==> config.mk <==
export PLATFORM = sky130hd
export DESIGN_NAME = sorted_priority_queue_core
export DESIGN_NICKNAME = d
export VERILOG_FILES = /design/src/sv/spq_pkg.sv /design/src/sv/sorted_priority_queue_core.sv /design/src/sv/spq_cell.sv
export SDC_FILE = /design/constraint.sdc
export NUM_CORES = 2
export LEC_CHECK = 0
export ABC_AREA = 1
export BUFFER_PORTS_ARGS = -buffer_cell sky130_fd_sc_hd__buf_2
export CAP_MARGIN = 25
export CORE_ASPECT_RATIO = 1.1
export CORE_MARGIN = 2
export CORE_UTILIZATION = 35
export CTS_CLUSTER_SIZE = 14
export DETAILED_ROUTE_END_ITERATION = 8
export GPL_TIMING_DRIVEN = 0
export PLACE_DENSITY_LB_ADDON = 0.2
export SYNTH_ARGS = -nofsm -noshare
export SYNTH_HDL_FRONTEND = slang
export SYNTH_HIERARCHICAL = 1
export SYNTH_SLANG_ARGS = --single-unit
==> constraint.sdc <==
create_clock -name clk -period 9.4 [get_ports clk]
set_input_delay 0.47 -clock clk [delete_from_list [all_inputs] [get_ports clk]]
set_output_delay 0.47 -clock clk [all_outputs]
set_load 0.01 [all_outputs]
==> src/sv/spq_pkg.sv <==
`default_nettype none

package spq_pkg;

    // default sizes, overridable on the top level
    localparam int CAPACITY_DEF = 16;
    localparam int KEY_BITS_DEF = 16;

    // fixed field widths
    localparam int KEY_PORT_BITS = 16;
    localparam int NAME_BITS     = 64;
    localparam int OCC_BITS      = 5;

    // operation codes carried on kind
    localparam logic KIND_INSERT = 1'b0;
    localparam logic KIND_REMOVE = 1'b1;

    // per-entry data that travels with the key
    typedef struct packed {
        logic [NAME_BITS-1:0] name;
        logic                 tag;
    } payload_t;

    // command broadcast to every cell
    typedef struct packed {
        logic ins;
        logic pop;
    } cell_ctrl_t;

endpackage

`default_nettype wire

==> src/sv/sorted_priority_queue_core.sv <==
// Sorted priority queue, stable for equal keys.
// Input channel (in_valid / in_ready) carries one beat per operation: kind
// selects insert (in_key, in_name, in_tag) or remove of the smallest entry.
// Output channel (out_valid / out_ready) returns exactly one beat per input
// beat: done_res, was_empty, was_full, the removed entry (zero on insert or
// on an empty remove) and the occupancy after the operation.
// Entries sit in a row of CAPACITY cells, slot 0 holding the smallest key.
// Each cell compares its key with the incoming one and all cells shift in
// the same cycle, whatever the occupancy. The result is registered and
// its output beat comes in the cycle after the input beat; throughput is
// one beat per cycle while out_ready is high, limited by the single output
// register. When the receiver stalls, the result waits in the output
// register and in_ready stays low until it is taken.
// Reset empties the queue and drops any pending result; no clearing pass.
`default_nettype none

module sorted_priority_queue_core
    import spq_pkg::*;
#(
    parameter int CAPACITY = CAPACITY_DEF,
    parameter int KEY_BITS = KEY_BITS_DEF
)
(
    input  wire logic                     clk,
    input  wire logic                     rst_n,
    input  wire logic                     in_valid,
    output logic                          in_ready,
    input  wire logic                     kind,
    input  wire logic [KEY_PORT_BITS-1:0] in_key,
    input  wire logic [NAME_BITS-1:0]     in_name,
    input  wire logic                     in_tag,
    output logic                          out_valid,
    input  wire logic                     out_ready,
    output logic                          done_res,
    output logic                          was_empty,
    output logic                          was_full,
    output logic [KEY_PORT_BITS-1:0]      out_key,
    output logic [NAME_BITS-1:0]          out_name,
    output logic                          out_tag,
    output logic [OCC_BITS-1:0]           occupancy
);

    localparam int CNT_W = $clog2(CAPACITY + 1);

    logic [CNT_W-1:0]    cnt_reg;
    logic [CNT_W-1:0]    cnt_next;

    logic                out_valid_reg;
    logic                done_reg;
    logic                empty_reg;
    logic                full_reg;
    logic [KEY_PORT_BITS-1:0] okey_reg;
    logic [NAME_BITS-1:0]     oname_reg;
    logic                     otag_reg;
    logic [OCC_BITS-1:0]      occ_reg;

    logic                accept;
    logic                is_full;
    logic                is_empty;
    cell_ctrl_t          ctrl;

    logic [KEY_PORT_BITS+KEY_BITS-1:0] key_in_ext;
    logic [KEY_BITS-1:0]               new_key;
    payload_t                          new_pay;
    logic [KEY_BITS+KEY_PORT_BITS-1:0] key_out_ext;
    logic [CNT_W+OCC_BITS-1:0]         occ_ext;

    logic [KEY_BITS-1:0] cell_key [CAPACITY];
    payload_t            cell_pay [CAPACITY];
    logic [CAPACITY-1:0] cell_place;
    logic [CAPACITY-1:0] cell_occ;

    // handshake and command decode
    assign accept   = in_valid && in_ready;
    assign in_ready = !out_valid_reg || out_ready;
    assign is_full  = (cnt_reg == CNT_W'(CAPACITY));
    assign is_empty = (cnt_reg == '0);
    assign ctrl.ins = accept && (kind == KIND_INSERT) && !is_full;
    assign ctrl.pop = accept && (kind == KIND_REMOVE) && !is_empty;

    // key taken modulo 2^KEY_BITS
    assign key_in_ext   = {{KEY_BITS{1'b0}}, in_key};
    assign new_key      = key_in_ext[KEY_BITS-1:0];
    assign new_pay.name = in_name;
    assign new_pay.tag  = in_tag;

    // cell chain
    for (genvar i = 0; i < CAPACITY; i++)
    begin : g_cell
        logic                prev_place;
        logic [KEY_BITS-1:0] prev_key;
        payload_t            prev_pay;
        logic [KEY_BITS-1:0] next_key;
        payload_t            next_pay;

        assign cell_occ[i] = (CNT_W'(i) < cnt_reg);

        if (i == 0)
        begin : g_first
            assign prev_place = 1'b0;
            assign prev_key   = new_key;
            assign prev_pay   = new_pay;
        end
        else
        begin : g_mid
            assign prev_place = cell_place[i-1];
            assign prev_key   = cell_key[i-1];
            assign prev_pay   = cell_pay[i-1];
        end

        if (i == CAPACITY - 1)
        begin : g_last
            assign next_key = cell_key[i];
            assign next_pay = cell_pay[i];
        end
        else
        begin : g_inner
            assign next_key = cell_key[i+1];
            assign next_pay = cell_pay[i+1];
        end

        spq_cell #(
            .KEY_BITS (KEY_BITS)
        ) u_cell (
            .clk        (clk),
            .ctrl       (ctrl),
            .occ        (cell_occ[i]),
            .new_key    (new_key),
            .new_pay    (new_pay),
            .prev_place (prev_place),
            .prev_key   (prev_key),
            .prev_pay   (prev_pay),
            .next_key   (next_key),
            .next_pay   (next_pay),
            .key        (cell_key[i]),
            .pay        (cell_pay[i]),
            .place      (cell_place[i])
        );
    end

    // entry count
    always_comb
    begin
        cnt_next = cnt_reg;
        if (ctrl.ins)
            cnt_next = cnt_reg + 1'b1;
        else if (ctrl.pop)
            cnt_next = cnt_reg - 1'b1;
    end

    always_ff @(posedge clk or negedge rst_n)
    begin
        if (!rst_n)
            cnt_reg <= '0;
        else
            cnt_reg <= cnt_next;
    end

    // result formatting
    assign key_out_ext = {{KEY_PORT_BITS{1'b0}}, cell_key[0]};
    assign occ_ext     = {{OCC_BITS{1'b0}}, cnt_next};

    // output valid
    always_ff @(posedge clk or negedge rst_n)
    begin
        if (!rst_n)
            out_valid_reg <= 1'b0;
        else if (accept)
            out_valid_reg <= 1'b1;
        else if (out_ready)
            out_valid_reg <= 1'b0;
    end

    // output payload
    always_ff @(posedge clk)
    begin
        if (accept)
        begin
            done_reg  <= ctrl.ins || ctrl.pop;
            empty_reg <= (kind == KIND_REMOVE) && is_empty;
            full_reg  <= (kind == KIND_INSERT) && is_full;
            occ_reg   <= occ_ext[OCC_BITS-1:0];
            if (ctrl.pop)
            begin
                okey_reg  <= key_out_ext[KEY_PORT_BITS-1:0];
                oname_reg <= cell_pay[0].name;
                otag_reg  <= cell_pay[0].tag;
            end
            else
            begin
                okey_reg  <= '0;
                oname_reg <= '0;
                otag_reg  <= 1'b0;
            end
        end
    end

    assign out_valid = out_valid_reg;
    assign done_res  = done_reg;
    assign was_empty = empty_reg;
    assign was_full  = full_reg;
    assign out_key   = okey_reg;
    assign out_name  = oname_reg;
    assign out_tag   = otag_reg;
    assign occupancy = occ_reg;

endmodule

`default_nettype wire

==> src/sv/spq_cell.sv <==
`default_nettype none

module spq_cell
    import spq_pkg::*;
#(
    parameter int KEY_BITS = KEY_BITS_DEF
)
(
    input  wire logic                clk,
    input  wire cell_ctrl_t          ctrl,
    input  wire logic                occ,
    input  wire logic [KEY_BITS-1:0] new_key,
    input  wire payload_t            new_pay,
    input  wire logic                prev_place,
    input  wire logic [KEY_BITS-1:0] prev_key,
    input  wire payload_t            prev_pay,
    input  wire logic [KEY_BITS-1:0] next_key,
    input  wire payload_t            next_pay,
    output logic [KEY_BITS-1:0]      key,
    output payload_t                 pay,
    output logic                     place
);

    logic [KEY_BITS-1:0] key_reg;
    logic [KEY_BITS-1:0] key_next;
    payload_t            pay_reg;
    payload_t            pay_next;

    // new entry goes here or earlier when this slot is free or strictly larger
    assign place = !occ || (key_reg > new_key);

    // shift right on insert, shift left on pop
    always_comb
    begin
        key_next = key_reg;
        pay_next = pay_reg;
        if (ctrl.ins)
        begin
            if (prev_place)
            begin
                key_next = prev_key;
                pay_next = prev_pay;
            end
            else if (place)
            begin
                key_next = new_key;
                pay_next = new_pay;
            end
        end
        else if (ctrl.pop)
        begin
            key_next = next_key;
            pay_next = next_pay;
        end
    end

    // entry storage
    always_ff @(posedge clk)
    begin
        key_reg <= key_next;
        pay_reg <= pay_next;
    end

    assign key = key_reg;
    assign pay = pay_reg;

endmodule

`default_nettype wire
==> run metrics <==
Core Rows 179; All-Layer GR Usage 0.247; first-pass GRT wire length 411000 um; fmax around 230 MHz; critical path endpoint category flop; clock sink count around 1400; iteration count of the initial detailed-routing pass 6; Cells after Synth 8659; DIE WIDTH 448 um; worst hold path class input port to flop; largest net degree at the start of global routing between 60 and 70; Placer Congestion between 0.8 and 0.9; gr ovfl total 0; Ys Warns 6; RSZ-0062 raised after global routing no; vias in the first global route about 66000; Die Area about 220000 um^2; initial antenna violation count 28; I/O Buffers roughly 180; Tmin final roughly 4.3 ns; worst slew pin tran 1.06 ns; Setup-failing EPs final 0; Worst Skew around 0.052 ns; storage element area about 42000 um^2; Worst Path Required ~10 ns; Post-CTS Resized 0; TritonCTS buffer count approximately 160; worst path arrival time ~4.8 ns; # nets final 9366; Setup Fix Bufs, Post-CTS 0; hold_buf cts 5; Iter 0 DRT Violations approximately 6500; Clk Latency, worst-skew pair 0.84 ns; Starting Density 0.352; pre-CTS WS just under 5 ns; clock transition at the registers of the reported paths ~0.06 ns; Placed Cells 11752; met2 usage 0.383; DRT Wirelength roughly 280000 um; CTS H-tree lvls 4; CTS root buf clkbuf_16; power per cell area 259 nW/um^2; M1 GR Usage 0.332; Bufs on Longest Clock Path 3; core area ~220000 um^2; DRC errors left 0; CP max FO 41; Filler cells 21667; Via-to-Cell Ratio roughly 5.5; max-cap violations 0; Cell Count, Final, Fillers Out 12053; startpoint types flop; Worst VDD drop approximately 0.22 mV; status finished, final reports clean; max reg flops roughly 1000; met3 global-route usage 0.0395; Mapped Area 76000 um^2; reg-to-reg setup timing slack 5.07 ns; crit share post-route 0.461; die height approximately 490 um; Multi-input gate area just under 30000 um^2; antenna viol nets, final 0; Lkg Pwr 0.0341 uW; WL/cell 23.1 um; post-DP HPWL 207000 um; fin util 0.398; Top Usage Layer GRT met2; Via Count around 66000; max-slew violations 0; worst relative slew slack 0.290; setup ws final between 5 and 6 ns; Syn Area/Cell 8.78 um^2; final setup TNS 0 ns; Hold Vio Cnt, Final 0; CP Class flop to flop; Syn-to-layout area delta 13.3%; CTS tree yes; io pins ~180; layout cells sized above 1 0.102
-- routing by layer --
layer	vias up	routed length [um]	part of all wire
li1	30482	-	-
met4	20	15700	0.056
met1	32124	119000	0.43
met5	-	129	0.00046
met3	513	20400	0.073
met2	2743	123000	0.44
-- placed cells by master, fill, tap and decap left out, types with 17 or more instances in the layout --
cell type and count:
inv_4 32, ha_1 260, nand2_2 17, buf_16 18
nand3_1 60, a21oi_1 96, o21ai_0 1380, buf_4 71
clkbuf_1 182, clkinv_2 24, inv_1 421, nor2_2 17
clkinv_1 36, clkbuf_16 159, clkbuf_8 19, buf_2 403
clkbuf_2 96, o21ai_1 1232, nand2_1 1650, nor2_1 1455
edfxtp_1 1385, inv_2 17
-- path summary, 6_finish.rpt --
kind,from,end,cells past startpoint
max,cnt_reg[0]$_DFF_PN0_,g_cell[11].u_cell/pay[39]$_DFFE_PP_,10
min,out_ready,out_name[57]$_SDFFCE_PN0N_,3
max reg2reg,cnt_reg[0]$_DFF_PN0_,g_cell[11].u_cell/pay[39]$_DFFE_PP_,10
min reg2reg,g_cell[14].u_cell/pay[64]$_DFFE_PP_,g_cell[13].u_cell/pay[64]$_DFFE_PP_,2
max in group asynchronous,rst_n,out_valid$_DFFE_PN0P_,3
min in group asynchronous,rst_n,cnt_reg[2]$_DFF_PN0_,3
-- final cells by class --
class	count	area share
timing repair buffer	201	0.0170
antenna	14	0.000407
clock inverter	82	0.00883
tap	2896	0.0421
inverter	471	0.0215
buffer	555	0.0339
sequential	1391	0.485
multi-input combinational	6243	0.343
clock buffer	200	0.0483
-- power by group --
group | switching, uW | leakage [uW] | internal [uW]
Combinational | 5300 | 0.0185 | 1920
Clock | 2720 | 0.00240 | 3370
Sequential | 693 | 0.0133 | 8320
-- per-stage QoR --
stage               total power, uW  instance area (um^2)  hold slack [ns]
floorplan                     13200                 76000            0.174
global placement              16000                 80500            0.321
detailed placement            16200                 81100            0.327
CTS                           22300                 86100            0.108
global route                  23400                 86100            0.150
finish                        22300                 86100            0.169
-- critical path, cell delays in order, from the launching register on --
cell and delay, ns:
dfrtp_1 0.56, inv_1 0.17, ha_1 0.27, nand3_1 0.20
nand3_1 0.28, inv_2 0.73, buf_4 0.51, or2_2 0.18
nand2_1 0.08, inv_4 0.47, buf_16 0.28
Power figures use the tool's default switching activity.
